[src/design/chbd_pkg.sv]
// types, constants and helpers of the chunked body decoder
package chbd_pkg;

  localparam int MAX_LINE_DEFAULT  = 4096;
  localparam int SIZE_BITS_DEFAULT = 32;
  localparam int QUEUE_DEPTH       = 4;
  localparam int QPTR_BITS         = $clog2(QUEUE_DEPTH);
  localparam int QCNT_BITS         = $clog2(QUEUE_DEPTH + 1);

  localparam int APB_ADDR_BITS = 2;
  localparam int APB_DATA_BITS = 32;
  localparam logic [APB_ADDR_BITS-1:0] ADDR_CHUNKED_MODE = 2'd0;

  localparam logic [7:0] CHAR_LF    = 8'h0A;
  localparam logic [7:0] CHAR_CR    = 8'h0D;
  localparam logic [7:0] CHAR_SPACE = 8'h20;
  localparam logic [7:0] CHAR_TAB   = 8'h09;
  localparam logic [7:0] CHAR_VT    = 8'h0B;
  localparam logic [7:0] CHAR_FF    = 8'h0C;

  typedef enum logic [2:0] {
    PH_SIZE    = 3'd0,
    PH_DATA    = 3'd1,
    PH_AFTER   = 3'd2,
    PH_TRAILER = 3'd3,
    PH_DONE    = 3'd4,
    PH_ERROR   = 3'd5
  } phase_t;

  typedef enum logic [1:0] {
    HEX_SKIP_WS = 2'd0,
    HEX_DIGITS  = 2'd1,
    HEX_IGNORE  = 2'd2
  } hex_stage_t;

  typedef enum logic [1:0] {
    STATUS_RUNNING  = 2'd0,
    STATUS_FINISHED = 2'd1,
    STATUS_ERROR    = 2'd2
  } status_t;

  typedef struct packed {
    logic       closed;
    logic       is_lf;
    logic       is_cr;
    logic       is_ws;
    logic       is_hex;
    logic [3:0] digit;
    logic [7:0] data;
  } token_t;

  function automatic status_t status_of(phase_t ph);
    status_t s;
    case (ph)
      PH_DONE:  s = STATUS_FINISHED;
      PH_ERROR: s = STATUS_ERROR;
      default:  s = STATUS_RUNNING;
    endcase
    return s;
  endfunction

endpackage

[src/design/chbd_front.sv]
// front end: classifies each incoming byte into a token
module chbd_front (
  input  logic [7:0]      byte_value,
  input  logic            closed,
  output chbd_pkg::token_t token
);
  import chbd_pkg::*;

  always_comb begin
    token.closed = closed;
    token.data   = byte_value;
    token.is_lf  = (byte_value == CHAR_LF);
    token.is_cr  = (byte_value == CHAR_CR);
    token.is_ws  = (byte_value == CHAR_SPACE) || (byte_value == CHAR_TAB) ||
                   (byte_value == CHAR_VT) || (byte_value == CHAR_FF);
    token.is_hex = 1'b0;
    token.digit  = 4'd0;
    if (byte_value >= 8'h30 && byte_value <= 8'h39) begin
      token.is_hex = 1'b1;
      token.digit  = 4'(byte_value - 8'h30);
    end else if (byte_value >= 8'h61 && byte_value <= 8'h66) begin
      token.is_hex = 1'b1;
      token.digit  = 4'(byte_value - 8'h57);
    end else if (byte_value >= 8'h41 && byte_value <= 8'h46) begin
      token.is_hex = 1'b1;
      token.digit  = 4'(byte_value - 8'h37);
    end
  end

endmodule

[src/design/chbd_queue.sv]
// short token queue between front and back
module chbd_queue (
  input  logic             clk,
  input  logic             rst,
  input  logic             push,
  input  chbd_pkg::token_t push_token,
  input  logic             pop,
  output chbd_pkg::token_t head,
  output logic             nonempty,
  output logic             full
);
  import chbd_pkg::*;

  token_t               slots [QUEUE_DEPTH];
  logic [QPTR_BITS-1:0] wr_ptr;
  logic [QPTR_BITS-1:0] rd_ptr;
  logic [QCNT_BITS-1:0] count;

  assign head     = slots[rd_ptr];
  assign nonempty = (count != '0);
  assign full     = (count == QCNT_BITS'(QUEUE_DEPTH));

  always_ff @(posedge clk) begin
    if (push) begin
      slots[wr_ptr] <= push_token;
    end
  end

  always_ff @(posedge clk) begin
    if (rst) begin
      wr_ptr <= '0;
      rd_ptr <= '0;
      count  <= '0;
    end else begin
      if (push) begin
        wr_ptr <= wr_ptr + 1'b1;
      end
      if (pop) begin
        rd_ptr <= rd_ptr + 1'b1;
      end
      case ({push, pop})
        2'b10:   count <= count + 1'b1;
        2'b01:   count <= count - 1'b1;
        default: count <= count;
      endcase
    end
  end

endmodule

[src/design/chbd_back.sv]
// back end: framing state machine and output register
module chbd_back #(
  parameter int MAX_LINE  = chbd_pkg::MAX_LINE_DEFAULT,
  parameter int SIZE_BITS = chbd_pkg::SIZE_BITS_DEFAULT
) (
  input  logic             clk,
  input  logic             rst,
  input  logic             chunked_mode,
  input  chbd_pkg::token_t tok,
  input  logic             tok_valid,
  output logic             tok_pop,
  output logic             out_valid,
  input  logic             out_stall,
  output logic             body_valid,
  output logic [7:0]       body_byte,
  output logic [1:0]       status
);
  import chbd_pkg::*;

  localparam int LEN_BITS = $clog2(MAX_LINE + 2);

  phase_t                phase, phase_next;
  logic [SIZE_BITS-1:0]  chunk_left, chunk_left_next;
  logic [SIZE_BITS-1:0]  size_accum, size_accum_next;
  logic [LEN_BITS-1:0]   line_length, line_length_next;
  hex_stage_t            hex_stage, hex_stage_next;
  logic                  line_nonempty, line_nonempty_next;

  logic body_valid_next;
  logic running;
  logic last_byte;
  logic line_full;
  logic accum_zero;
  logic accum_sat;

  assign tok_pop    = tok_valid && (!out_valid || !out_stall);
  assign running    = (phase != PH_DONE) && (phase != PH_ERROR);
  assign last_byte  = (chunk_left[SIZE_BITS-1:1] == '0);
  assign line_full  = (line_length >= LEN_BITS'(MAX_LINE));
  assign accum_zero = (size_accum == '0);
  assign accum_sat  = (size_accum[SIZE_BITS-1 -: 4] != 4'd0);

  // next phase
  always_comb begin
    phase_next = phase;
    if (tok_pop && running) begin
      if (tok.closed) begin
        phase_next = (chunked_mode && phase == PH_AFTER) ? PH_ERROR : PH_DONE;
      end else if (chunked_mode) begin
        case (phase)
          PH_DATA: begin
            if (last_byte) begin
              phase_next = PH_AFTER;
            end
          end
          PH_SIZE: begin
            if (tok.is_lf) begin
              if (line_nonempty) begin
                phase_next = accum_zero ? PH_TRAILER : PH_DATA;
              end
            end else if (!tok.is_cr && line_full) begin
              phase_next = PH_ERROR;
            end
          end
          PH_AFTER: begin
            if (tok.is_lf) begin
              phase_next = PH_SIZE;
            end else if (!tok.is_cr && line_full) begin
              phase_next = PH_ERROR;
            end
          end
          PH_TRAILER: begin
            if (tok.is_lf) begin
              if (!line_nonempty) begin
                phase_next = PH_DONE;
              end
            end else if (!tok.is_cr && line_full) begin
              phase_next = PH_DONE;
            end
          end
          default: phase_next = phase;
        endcase
      end
    end
  end

  // line and chunk registers, result
  always_comb begin
    chunk_left_next    = chunk_left;
    size_accum_next    = size_accum;
    line_length_next   = line_length;
    hex_stage_next     = hex_stage;
    line_nonempty_next = line_nonempty;
    body_valid_next    = 1'b0;
    if (tok_pop && running && !tok.closed) begin
      if (!chunked_mode) begin
        body_valid_next = 1'b1;
      end else if (phase == PH_DATA) begin
        body_valid_next = 1'b1;
        if (chunk_left != '0) begin
          chunk_left_next = chunk_left - 1'b1;
        end
        if (last_byte) begin
          size_accum_next    = '0;
          line_length_next   = '0;
          hex_stage_next     = HEX_SKIP_WS;
          line_nonempty_next = 1'b0;
        end
      end else if (tok.is_lf) begin
        if (phase == PH_SIZE && line_nonempty && !accum_zero) begin
          chunk_left_next = size_accum;
        end
        size_accum_next    = '0;
        line_length_next   = '0;
        hex_stage_next     = HEX_SKIP_WS;
        line_nonempty_next = 1'b0;
      end else if (!tok.is_cr) begin
        if (phase == PH_SIZE && !(hex_stage == HEX_SKIP_WS && tok.is_ws) &&
            hex_stage != HEX_IGNORE) begin
          if (!tok.is_hex) begin
            hex_stage_next = HEX_IGNORE;
          end else begin
            hex_stage_next  = HEX_DIGITS;
            size_accum_next = accum_sat ? '1 : {size_accum[SIZE_BITS-5:0], tok.digit};
          end
        end
        line_nonempty_next = 1'b1;
        line_length_next   = line_length + 1'b1;
      end
    end
  end

  always_ff @(posedge clk) begin
    if (rst) begin
      phase         <= PH_SIZE;
      chunk_left    <= '0;
      size_accum    <= '0;
      line_length   <= '0;
      hex_stage     <= HEX_SKIP_WS;
      line_nonempty <= 1'b0;
      out_valid     <= 1'b0;
    end else begin
      phase         <= phase_next;
      chunk_left    <= chunk_left_next;
      size_accum    <= size_accum_next;
      line_length   <= line_length_next;
      hex_stage     <= hex_stage_next;
      line_nonempty <= line_nonempty_next;
      if (tok_pop) begin
        out_valid <= 1'b1;
      end else if (!out_stall) begin
        out_valid <= 1'b0;
      end
    end
  end

  always_ff @(posedge clk) begin
    if (tok_pop) begin
      body_valid <= body_valid_next;
      body_byte  <= body_valid_next ? tok.data : 8'd0;
      status     <= status_of(phase_next);
    end
  end

endmodule

[src/design/http_chunked_body_decoder.sv]
// top level of the chunked body decoder with its register port
//
//   channel | signals                              | direction
//   --------+--------------------------------------+----------
//   in      | in_valid in_stall byte_value closed  | into block
//   out     | out_valid out_stall body_valid       | out of block
//           | body_byte status                     |
//   apb     | psel penable pwrite paddr pwdata     | register port
//           | prdata pready                        |
//
// one byte per cycle while not stalled; bytes go through queue and output register
// a four-entry token queue decouples byte intake from the framing state machine
// in_stall rises only when that queue is full, out_stall holds the output register
// reset is synchronous and clears the queue, the framing state and the mode register
module http_chunked_body_decoder #(
  parameter int MAX_LINE  = chbd_pkg::MAX_LINE_DEFAULT,
  parameter int SIZE_BITS = chbd_pkg::SIZE_BITS_DEFAULT
) (
  input  logic                               clk,
  input  logic                               rst,
  input  logic                               in_valid,
  output logic                               in_stall,
  input  logic [7:0]                         byte_value,
  input  logic                               closed,
  output logic                               out_valid,
  input  logic                               out_stall,
  output logic                               body_valid,
  output logic [7:0]                         body_byte,
  output logic [1:0]                         status,
  input  logic                               psel,
  input  logic                               penable,
  input  logic                               pwrite,
  input  logic [chbd_pkg::APB_ADDR_BITS-1:0] paddr,
  input  logic [chbd_pkg::APB_DATA_BITS-1:0] pwdata,
  output logic [chbd_pkg::APB_DATA_BITS-1:0] prdata,
  output logic                               pready
);
  import chbd_pkg::*;

  logic   chunked_mode;
  token_t front_token;
  token_t head_token;
  logic   q_nonempty;
  logic   q_full;
  logic   q_pop;
  logic   q_push;

  assign pready   = 1'b1;
  assign in_stall = q_full;
  assign q_push   = in_valid && !q_full;

  always_ff @(posedge clk) begin
    if (rst) begin
      chunked_mode <= 1'b0;
    end else if (psel && penable && pwrite && pready && paddr == ADDR_CHUNKED_MODE) begin
      chunked_mode <= pwdata[0];
    end
  end

  always_comb begin
    prdata = '0;
    if (paddr == ADDR_CHUNKED_MODE) begin
      prdata[0] = chunked_mode;
    end
  end

  chbd_front u_front (
    .byte_value (byte_value),
    .closed     (closed),
    .token      (front_token)
  );

  chbd_queue u_queue (
    .clk        (clk),
    .rst        (rst),
    .push       (q_push),
    .push_token (front_token),
    .pop        (q_pop),
    .head       (head_token),
    .nonempty   (q_nonempty),
    .full       (q_full)
  );

  chbd_back #(
    .MAX_LINE  (MAX_LINE),
    .SIZE_BITS (SIZE_BITS)
  ) u_back (
    .clk          (clk),
    .rst          (rst),
    .chunked_mode (chunked_mode),
    .tok          (head_token),
    .tok_valid    (q_nonempty),
    .tok_pop      (q_pop),
    .out_valid    (out_valid),
    .out_stall    (out_stall),
    .body_valid   (body_valid),
    .body_byte    (body_byte),
    .status       (status)
  );

endmodule

[config.mk]
export PLATFORM = sky130hd
export DESIGN_NAME = http_chunked_body_decoder
export DESIGN_NICKNAME = d
export VERILOG_FILES = /design/src/design/chbd_pkg.sv /design/src/design/chbd_front.sv /design/src/design/chbd_queue.sv /design/src/design/chbd_back.sv /design/src/design/http_chunked_body_decoder.sv
export SDC_FILE = /design/constraint.sdc
export NUM_CORES = 1
export LEC_CHECK = 0
export BUFFER_PORTS_ARGS = -buffer_cell sky130_fd_sc_hd__buf_2
export CORE_UTILIZATION = 53
export DETAILED_ROUTE_END_ITERATION = 6
export PLACE_DENSITY = 0.79
export SETUP_SLACK_MARGIN = 0.4
export SYNTH_ARGS = -nofsm -noshare
export SYNTH_HDL_FRONTEND = slang
export SYNTH_HIERARCHICAL = 1
export SYNTH_SLANG_ARGS = --single-unit
[constraint.sdc]
create_clock -name clk -period 2.9 [get_ports clk]
set_input_delay 0.58 -clock clk [delete_from_list [all_inputs] [get_ports clk]]
set_output_delay 0.58 -clock clk [all_outputs]
set_load 0.02 [all_outputs]
== Word-level counts from Yosys, hierarchy flattened ==
Memory sizes are Yosys's and may differ from the RTL's. A register that Yosys moved wholly into a read port is not among the register bits.
Cells that the tools add are included.
Storage, ports and cells
  register bits: 103
  latch bits: 0
  memory bits (writable): 68
  bits in read-only memories: 0
  input port bits: 50
  output and inout bits: 46
  memories: 1
Memories
  u_queue.slots: depth 4, bits a word 17, read ports 1, clocked after memory_dff 1, wr ports 1, line chbd_queue.sv:14  | token_t slots [QUEUE_DEPTH];
Cells by class
  add/subtract/negate cells: 9
  $mul: 0
  divide/modulo/power cells: 0
  magnitude comparators: 7
  equality and inequality tests: 21
  shift operators: 0
  mux-type cells: 54
  bitwise operators: 0
  reduce and logical (&&, ||, !) cells: 46
Operator list (count)
  two-way mux 32 bit: 11
  two-way mux 13 bit: 4
  equality test 8 x 4 -> 1 bit (second input constant): 5
  two-way mux 3 bit: 11
  zero test 32 bit: 1
  nonzero test 32 bit: 1
  subtractor 32 x 1 -> 32 bit (second input constant): 1
  zero test 31 bit: 1
  logical AND 1 bit: 18
  two-way mux 2 bit: 9
  greater-or-equal comparator 8 x 7 -> 1 bit (second input constant): 2
  <= comparator 8 x 7 -> 1 bit (second input constant): 2
  two-way mux 5 bit: 3
  adder 13 x 1 -> 13 bit (second input constant): 1
  greater-or-equal comparator 13 bit (second input constant): 1
  two-way mux 1 bit: 13
  one-hot mux 3 bit (4 select lines): 1
  AND reduction 5 bit: 2
  equality test 3 bit (second input constant): 3
  inequality test 3 bit (second input constant): 3
  nonzero test 3 bit: 3
  equality test 8 x 6 -> 1 bit (second input constant): 1
  greater-or-equal comparator 8 x 6 -> 1 bit (second input constant): 1
  <= comparator 8 x 6 -> 1 bit (second input constant): 1
  other kinds (21): 38

== Logic depth before layout (Yosys ltp) ==
Gate-level depths: netlist of run 1.
  word-level depth: 10
  depth in mapped cells: 10
  gate-level depth less buffers: 10

== Modules after synthesis ==
The synthesis of run 1 kept the hierarchy.
Modules (own cells, without submodules)
  chbd_back: instances 1, cells each 615, area each 4850.9 µm², seq. area each 2011.9 µm²
  chbd_queue: instances 1, cells each 136, area each 2927.8 µm², seq. area each 2222.1 µm²
  chbd_front: instances 1, cells each 40, area each 332.8 µm², seq. area each 0.0 µm²
  http_chunked_body_decoder: instances 1, cells each 42, area each 320.3 µm², seq. area each 20.0 µm²

== Worst setup path before layout of run 1 ==
No wires, ideal clock.
  path type: register to register
  from: reg with a tool-made name
  to: reg u_back.line_length[7]
  setup time: 0.091 ns
  data arrival time: 2.670 ns
  setup slack: 0.139 ns
  cell stages (with the launch flop): 8
  buffers on the path: 2
  cells stage by stage: dfxtp_1 -> buf_6 -> mux4_1 -> or4b_2 -> nor4_4 -> buf_4 -> a41oi_1 -> a311oi_1
RTL lines
  to (signal assigned): line chbd_back.sv:146  | line_length <= line_length_next;
  to (decl): line chbd_back.sv:25  | logic [LEN_BITS-1:0] line_length, line_length_next;

==> metrics, run 1 <==
worst hold endpoint u_queue/slots[0][16]$_DFFE_PP_; critical path type flip-flop to flip-flop; global-route wire length before repair about 29 mm; initial antenna violation count 0; pwr dens between 600 and 700 nW/um^2; Worst-Margin Slew slightly below 0.7 ns; Die Wd ~130 um; CTS buffer count 17; skew final around 0.012 ns; placer congestion estimate approximately 0.85; number of hold buffers added after cts 0; most common cell in the synthesized netlist nand2_1; filler cell count approximately 1200; Yosys top cell by area edfxtp_1; # port buffers 32; Hold Startpoint closed; CP startpoint kind flip-flop; First-pass DRT Iterations 5; Synth top cells by count nand2_1, dfxtp_1, edfxtp_1, nor2_1, o21ai_0; CP max-delay cell or4b_4; Synth Warn # 6; DRT antenna net count 0; Clock transition at path regs 0.07 ns; vias in the first global route approximately 5700; setup violators final 0; DPL Wire Length 11.4 mm; sequential area share after synthesis between 50% and 60%; Slew Limit Fails 0; WHS Path Cells 1; initial DRC count 564; clock buffer depth 2; Cells after Synth 833; Root Buffer clkbuf_16; Worst Path Arrival 2.77 ns; Core Region 15400 um^2; Synth cell types 84; die height approximately 130 um; Tmin final ~2.5 ns; clk sinks around 170; area share of the largest cell type after synthesis around 28%; footprint of the multi-input gates 3760 um^2; Wirelength per Cell ~16 um; period utilization a little over four fifths; r2r setup slk roughly 0.44 ns; share of cells above drive strength 1 18.6%; Post-DP Area roughly 8700 um^2; R2R Path End u_back/chunk_left[19]$_SDFFE_PP0P_; CTS tree built; static leakage 3.32 nW; count of standard-cell rows 45; post-placement setup slack around 0.17 ns; largest net degree at the start of global routing 65; highest metal layer with signal wires met4; top_reg_cell synth dfxtp_1; total track usage between 20 and 25%; Mean Syn Cell Area between 10 and 15 um^2; synthesized area about 8400 um^2; met3 WL roughly 960 um; fraction of registers with async set/reset 0%; worst path cell trace mux4_2, or4b_4, o32a_1, buf_12, o21ai_0, a21oi_1; Initial Utilization 54.9%; Peak VDD IR just over 500 uV; met2 wire len just under 9 mm; final setup margin 0.436 ns; routed vias 6359; I/O Pins 96; drt via density around 5.8; H-tree depth 4; number of failing hold endpoints at the final stage 0; Synth area leaders edfxtp_1, dfxtp_1, nand2_1, o21ai_0, buf_4; setup_tns 0 ns; metal1 wirelength a little under 8 mm; Worst R2R Path Depth 6; critical path peak fanout 41; Layout area overhead 12.2%; EDFF count, synth a little under 80; Die ar. about 16000 um^2; Tightest Hold Check Type input pin to flip-flop; #FFs+latches synth 173; nets between 900 and 1000; endpoint class of the critical path flip-flop; grt ovf 0; Max Clock Freq 406 MHz; number of max-cap violations 0; number of diodes 0; routed wire length roughly 18 mm; relative slew slack approximately 54%; fin area 9460 um^2; CP peak stage delay about 0.6 ns; Clk Latency, worst-skew pair between 0.4 and 0.5 ns; Data required, critical path about 3.2 ns; status complete, no violations; RSZ-0062 raised after global routing yes; sequential cell area 4270 um^2; DRC viols 0
==> per-stage QoR <==
step           hold slack, ns  total power [mW]  util (%)  cells
2_1_floorplan           0.436              3.97         -    863
3_3_place_gp            0.460              4.28      56.4   1046
3_5_place_dp            0.469              4.33      56.4   1046
4_1_cts                 0.372              6.52      60.8   1088
5_1_grt                 0.378              6.81      61.5   1094
6_report                0.386              6.53      61.5   1094
==> power by group <==
group | switching (mW) | internal, mW | leakage (nW)
registers | 0.0982 | 2.85 | 1.51
logic | 0.836 | 0.609 | 1.55
clock network | 1.01 | 1.13 | 0.272
==> timing repair <==
action	4_1_cts	5_1_grt
endpoints found under the setup margin	65	46
setup buffers	9	5
hold endpoints to repair	0	0
resized for setup	14	30
cloned	1	1
pin swaps	6	4
==> layout make-up <==
type	instances	area share [%]
Clock buffer	18	4.54
Clock inverter	14	1.27
Inverter	17	0.675
Multi-Input combinational cell	585	39.8
Sequential cell	173	45.1
Tap cell	211	2.79
Timing Repair Buffer	76	5.82
==> metal layers <==
layer	GRT usage, %	vias up
met5	0	-
met4	8.30	0
met3	6.14	29
met2	35.9	206
met1	29.1	3066
li1	-	3058
==> worst max path at each step <==
stage / cells after the start / endpoint / slack [ns]
finish: 6 / u_back/chunk_left[19]$_SDFFE_PP0P_ / 0.44
global route: 6 / u_back/line_length[5]$_SDFFE_PP0P_ / 0.32
CTS: 7 / u_back/status[0]$_DFFE_PP_ / 0.39
detailed placement: 6 / u_back/chunk_left[27]$_SDFFE_PP0P_ / 0.17
global placement: 6 / u_back/chunk_left[8]$_SDFFE_PP0P_ / 0.19
floorplan: 7 / u_back/line_length[7]$_SDFFE_PP0P_ / 0.30
==> kinds of logic after synthesis <==
logic type | count (synthesis) | synth area share, %
and+or+nand+nor | 307 | 18.5
AOI/OAI and AO/OA | 207 | 15.8
DFF | 173 | 50.5
buffers and inverters | 105 | 7.35
muxes | 22 | 5.46
adders and majority gates | 12 | 1.87
xor gates and xnor gates | 5 | 0.519
other | 2 | 0.0891
==> worst max-delay path, delay by kind of cell, from the launching register on <==
family,cells,cell delay [ns]
mux,1,0.56
compound gates,3,0.63
flops,1,0.36
buf+inv,1,0.19
simple gates,1,0.59
==> sequential cells by signal, summed over array words and instances, names as in the netlist, named ones only <==
register,count
u_back/body_valid,1
u_back/out_valid,1
u_back/phase,3
u_queue/rd_ptr,2
u_queue/count,3
u_back/status,2
u_queue/slots,68
u_back/chunk_left,32
u_queue/wr_ptr,2
u_back/hex_stage,2
u_back/line_nonempty,1
chunked_mode,1
u_back/line_length,13
u_back/body_byte,8
u_back/size_accum,32
==> placed cells by master, fill, tap and decap left out, types with 21 or more instances in the layout <==
cell type	n
nor2_1	74
nand3_1	21
conb_1	32
nand2_1	95
o21ai_0	52
buf_2	32
edfxtp_1	79
buf_4	35
a21oi_1	57
dfxtp_1	87
Note: power is estimated with default switching activity, not from simulation.
==> inputs of run 2 (changes only) <==
CORE_UTILIZATION = 55   (was 53)
clock period = 2.33 ns   (was 2.9 ns; I/O delays follow)
==> run 2 against run 1 <==
Compared with the run above:
- the flow now finishes with violations (setup timing)
- clock power up 31%
- power up 32%
- highest routed layer unchanged
- sequential power up 24%
- global-route usage up 3.1 points
- clock-buffer cell count down 1
- sequential share of layout area down 4.9 points
- design area up 12%
- first-iteration DRC count up 62%
==> metrics, run 2 (synthesis results as in run 1) <==
critical path type flip-flop to flip-flop; vias in the first global route just over 6000; CP startpoint kind flip-flop; largest net degree at the start of global routing ~70; setup violators final 81; worst path cell trace or4_4, or4b_4, o31ai_4, buf_4, a31oi_4, buf_12, nand2_1, o21ai_1; Root Buffer clkbuf_16; First-pass DRT Iterations 6; final setup margin -0.204 ns; Psw 2.70 mW; total track usage 25.5%; clock share of power 32.5%; switching share of total power 31.3%; Worst-Margin Slew approximately 0.60 ns; Reg with most FFs u_queue/slots; # port buffers 32; DRT antenna net count 0; grt ovf 0; placer congestion estimate roughly 0.83; Clk Latency, worst-skew pair ~0.44 ns; CP max-delay cell or4b_4; endpoint class of the critical path flip-flop; post-layout util 71.9%; most frequent cells in the layout dfxtp_1, edfxtp_1, nor2_1, nand2_1, buf_4; I/O Pins 96; Slew Limit Fails 0; Initial Utilization 57.1%; clk sinks 173; DRC viols 0; most common cell after layout, fill and taps aside dfxtp_1; die height roughly 130 um; sequential cell area 4260 um^2; relative slew slack 59.4%; sequential cell fraction of total power 42.4%; number of failing hold endpoints at the final stage 0; routed vias between 6000 and 7000; nets roughly 970; count of standard-cell rows 44; H-tree depth 4; period utilization 109%; Core Region between 10000 and 15000 um^2; pwr dens roughly 800 nW/um^2; status finished with violations; r2r setup slk -0.20 ns; Largest register FFs between 60 and 70; drt via density between 6 and 7; DPL Wire Length 12.2 mm; CTS tree built; Regs by FF count u_queue/slots: 68 flops, u_back/chunk_left: 32 flops, u_back/size_accum: 32 flops; Worst Path Arrival about 2.9 ns; CTS buffer count 17; Tmin final between 2 and 3 ns; Clock transition at path regs about 0.080 ns; Peak VDD IR 793 uV; routed wire length about 22 mm; Tightest Hold Check Type input pin to flip-flop; P_int 5.91 mW; static leakage approximately 3.8 nW; Die ar. 15800 um^2; initial antenna violation count 0; share of cells above drive strength 1 32.9%; Wirelength per Cell approximately 20 um; CP peak stage delay 0.59 ns; filler cell count between 900 and 1000; Data required, critical path 2.65 ns; skew final 0.0113 ns; number of diodes 0; clock buffer depth 2; footprint of the multi-input gates 4350 um^2; RSZ-0062 raised after global routing yes; number of max-cap violations 0; fin area 10600 um^2; critical path peak fanout 17; Die Wd 126 um; initial DRC count about 910; global-route wire length before repair between 30 and 40 mm; Max Clock Freq a little under 400 MHz; Layout area overhead 25.8%; number of hold buffers added after cts 0; failing checks setup timing; Gate power share about 25%; Post-DP Area about 9000 um^2
## run 2: cell type report
type,count,area share [%]
multi-input cells,585,41.0
flip-flops and latches,173,40.2
repair buffers,116,10.6
clock buffers,17,4.01
well taps,184,2.17
clock inverters,15,1.46
inverters,17,0.637
## run 2: what timing repair did
item / 4_1_cts / 5_1_grt
setup endpoints to repair: 93 / 95
cloned: 2 / 10
resized for setup: 31 / 122
buffers inserted: 5 / 4
pin swaps: 13 / 34
## run 2: final timing paths
kind | startpoint | end | depth (start not counted)
worst min-delay path | closed | u_queue/slots[2][16]$_DFFE_PP_ | 1
worst max register to register | u_back/chunk_left[17]$_SDFFE_PP0P_ | u_back/size_accum[15]$_SDFFE_PP0P_ | 8
worst min register to register | u_back/chunk_left[29]$_SDFFE_PP0P_ | u_back/chunk_left[29]$_SDFFE_PP0P_ | 2
worst max-delay path | u_back/chunk_left[17]$_SDFFE_PP0P_ | u_back/size_accum[15]$_SDFFE_PP0P_ | 8
## run 2: worst max-delay path: cells and delay by family (launching register included)
kind                   cells  cell delay, ns
buffers and inverters      2            0.38
and+or+nand+nor            3            1.19
DFF                        1            0.33
AOI/OAI and AO/OA          3            0.52
## run 2: routing by layer
metal	up-vias	wire length [um]	GRT usage, %
li1	3140	-	-
met1	3340	8830	33.2
met2	407	11000	42.4
met3	82	1660	4.21
met4	0	803	10.8
met5	-	0	0
## run 2: power by group through the flow
stage               clock network (mW)  registers, mW  logic (mW)
CTS                               2.83           3.65        2.03
global route                      2.95           3.68        2.30
global placement                     0           3.70        1.86
floorplan                            0           3.83        1.20
finish                            2.80           3.65        2.16
detailed placement                   0           3.71        1.91
## run 2: per-stage QoR
| step | hold slack (ns) | setup slack, ns | power (mW) | std cells | setup TNS [ns] |
|---|---|---|---|---|---|
| 3_3_place_gp | 0.456 | -0.0910 | 5.56 | 1054 | -4.28 |
| 2_1_floorplan | 0.441 | -0.237 | 5.03 | 863 | -5.84 |
| 4_1_cts | 0.259 | -0.102 | 8.51 | 1093 | -4.98 |
| 5_1_grt | 0.269 | -0.293 | 8.93 | 1107 | -17.84 |
| 3_5_place_dp | 0.470 | -0.0855 | 5.62 | 1054 | -3.95 |
| 6_report | 0.277 | -0.204 | 8.61 | 1107 | -11.26 |
==> inputs of run 3 (changes only) <==
CORE_ASPECT_RATIO = 0.5   (was unset)
REMOVE_ABC_BUFFERS = 1   (was unset)
==> run 3 against run 2 <==
Compared with the run above:
- the run still ends with setup timing left
- hold slack worse by 0.0087 ns
- maximum frequency shrank 0.60%
- sequential share of layout area increased by 2.2 points
- via count is 0.17% lower
- global-route usage is 0.098 points higher
- flip-flop and latch count unchanged
- non-clock buffer count is 2 higher
- routed wire length decreased by 5.6%
- utilization down 3.5 points
- final cell count rose by 1.4%
- critical endpoint is now u_back/status[0]$_DFFE_PP_
==> metrics, run 3 (synthesis results as in run 1) <==
RSZ-0062 raised after global routing yes; pwr dens between 800 and 900 nW/um^2; number of max-cap violations 0; largest net degree at the start of global routing 67; First-pass DRT Iterations 5; Root Buffer clkbuf_16; Regs by FF count u_queue/slots: 68 flops, u_back/chunk_left: 32 flops, u_back/size_accum: 32 flops; global-route wire length before repair roughly 31 mm; most common cell after layout, fill and taps aside nand2_1; number of failing hold endpoints at the final stage 0; Reg with most FFs u_queue/slots; total track usage between 20 and 30%; die height 89.6 um; Tightest Hold Check Type input pin to flip-flop; clk sinks between 150 and 200; most frequent cells in the layout nand2_1, dfxtp_1, edfxtp_1, nor2_1, buf_4; drt via density slightly above 6; Peak VDD IR between 500 and 600 uV; grt ovf 0; post-layout util about two thirds; DPL Wire Length 11.6 mm; Slew Limit Fails 0; Tot Pwr around 8.8 mW; worst path cell trace or4_4, or4b_4, o31ai_4, o2111ai_2, a21oi_2, nor3b_2; Initial Utilization between 50% and 60%; CTS tree built; setup violators final slightly above 80; Worst R2R Path Depth 6; Data required, critical path approximately 2.6 ns; post-placement setup slack -0.348 ns; CP peak stage delay slightly below 0.6 ns; skew final 0.0136 ns; count of standard-cell rows 31; vias in the first global route between 6000 and 7000; I/O Pins 96; Worst-Margin Slew 0.956 ns; H-tree depth 4; Die ar. roughly 16000 um^2; CP startpoint kind flip-flop; Die Wd about 180 um; endpoint class of the critical path flip-flop; number of diodes 0; Wirelength per Cell between 15 and 20 um; Layout area overhead 19.3%; Worst Path Arrival approximately 2.8 ns; CP Launch Point u_back/chunk_left[17]$_SDFFE_PP0P_; DRT antenna net count 0; # port buffers 32; routed wire length 21.0 mm; initial antenna violation count 0; Core Region 14700 um^2; failing checks setup timing; setup_tns -11.29 ns; initial DRC count 739; R2R Path Start u_back/chunk_left[17]$_SDFFE_PP0P_; critical path peak fanout 4; Clock transition at path regs about 0.08 ns; CP max-delay cell or4b_4; Clk Latency, worst-skew pair 0.43 ns; relative slew slack between 30% and 40%; status finished with violations; Tmin final approximately 2.5 ns; final setup margin -0.220 ns; number of hold buffers added after cts 0; period utilization 109%; Largest register FFs about 70; DRC viols 0; CTS buffer count 17; nets slightly below 1000; Hold Startpoint closed; filler cell count 960; WHS Path Cells 1; routed vias approximately 7000; placer congestion estimate 0.906; share of cells above drive strength 1 24.0%; critical path type flip-flop to flip-flop; static leakage approximately 3.6 nW; Max Clock Freq around 390 MHz; clock buffer depth 2
run 3: cell count changes in the layout (fill, tap and decap cells not counted), moves of 5 or more:
| cell | delta |
|---|---|
| a21oi_1 | +25 |
| a21oi_2 | -23 |
| nand2_1 | +22 |
| o21ai_0 | +18 |
| nand2_2 | -17 |
| o21ai_4 | -14 |
| buf_4 | +11 |
| o21ai_2 | -11 |
| o21ai_1 | +7 |
| inv_8 | -6 |
| dfxtp_2 | -5 |
| nand2_4 | -5 |
run 3: per-stage QoR:
step	instance area, um^2	hold WS, ns	cells
finish	10100	0.268	1123
global route	10100	0.266	1123
floorplan	7990	0.435	775
detailed placement	8970	0.465	1072
global placement	8970	0.458	1072
CTS	9800	0.248	1113
run 3: what timing repair did:
| action | in CTS | in global routing |
|---|---|---|
| resized for setup | 65 | 43 |
| setup buffers | 8 | 5 |
| pin swaps | 12 | 19 |
| cloned | 1 | 5 |
| setup endpoints to repair | 96 | 94 |
run 3: layer usage:
metal  wire [um]  vias up  share of wire, %  track usage, %
met5           0        -                 0               0
met4         507        0               2.4            10.3
li1            -     3145                 -               -
met1        8610     3376                41            31.1
met2       10300      382                49            45.1
met3        1640       54               7.8            5.61
run 3: worst max-delay path, delay by kind of cell, from the launching register on:
family / cells / cell delay (ns)
DFF: 1 / 0.33
and+or+nand+nor: 3 / 1.33
AOI/OAI and AO/OA: 3 / 0.75
run 3: worst paths after layout:
check / endpoint / slack, ns
hold reg to reg: u_back/size_accum[29]$_SDFFE_PP0P_ / 0.48
hold / removal: u_queue/slots[0][16]$_DFFE_PP_ / 0.27
setup / recovery: u_back/status[0]$_DFFE_PP_ / -0.22
setup reg to reg: u_back/status[0]$_DFFE_PP_ / -0.22
run 3: layout make-up:
class | count | area [um^2] | share of cell area, %
Clock buffer | 18 | 429 | 4.27
Clock inverter | 14 | 168 | 1.67
Inverter | 17 | 68.8 | 0.684
Multi-Input combinational cell | 585 | 3900 | 38.8
Sequential cell | 173 | 4260 | 42.4
Tap cell | 198 | 248 | 2.46
Timing Repair Buffer | 118 | 982 | 9.77
run 3: report_power, final:
part           leakage [nW]  internal, mW  switching, mW
Combinational          1.81          1.01           1.32
Sequential             1.50          3.54          0.118
Clock                 0.289          1.45           1.37
Total                  3.61          6.00           2.81
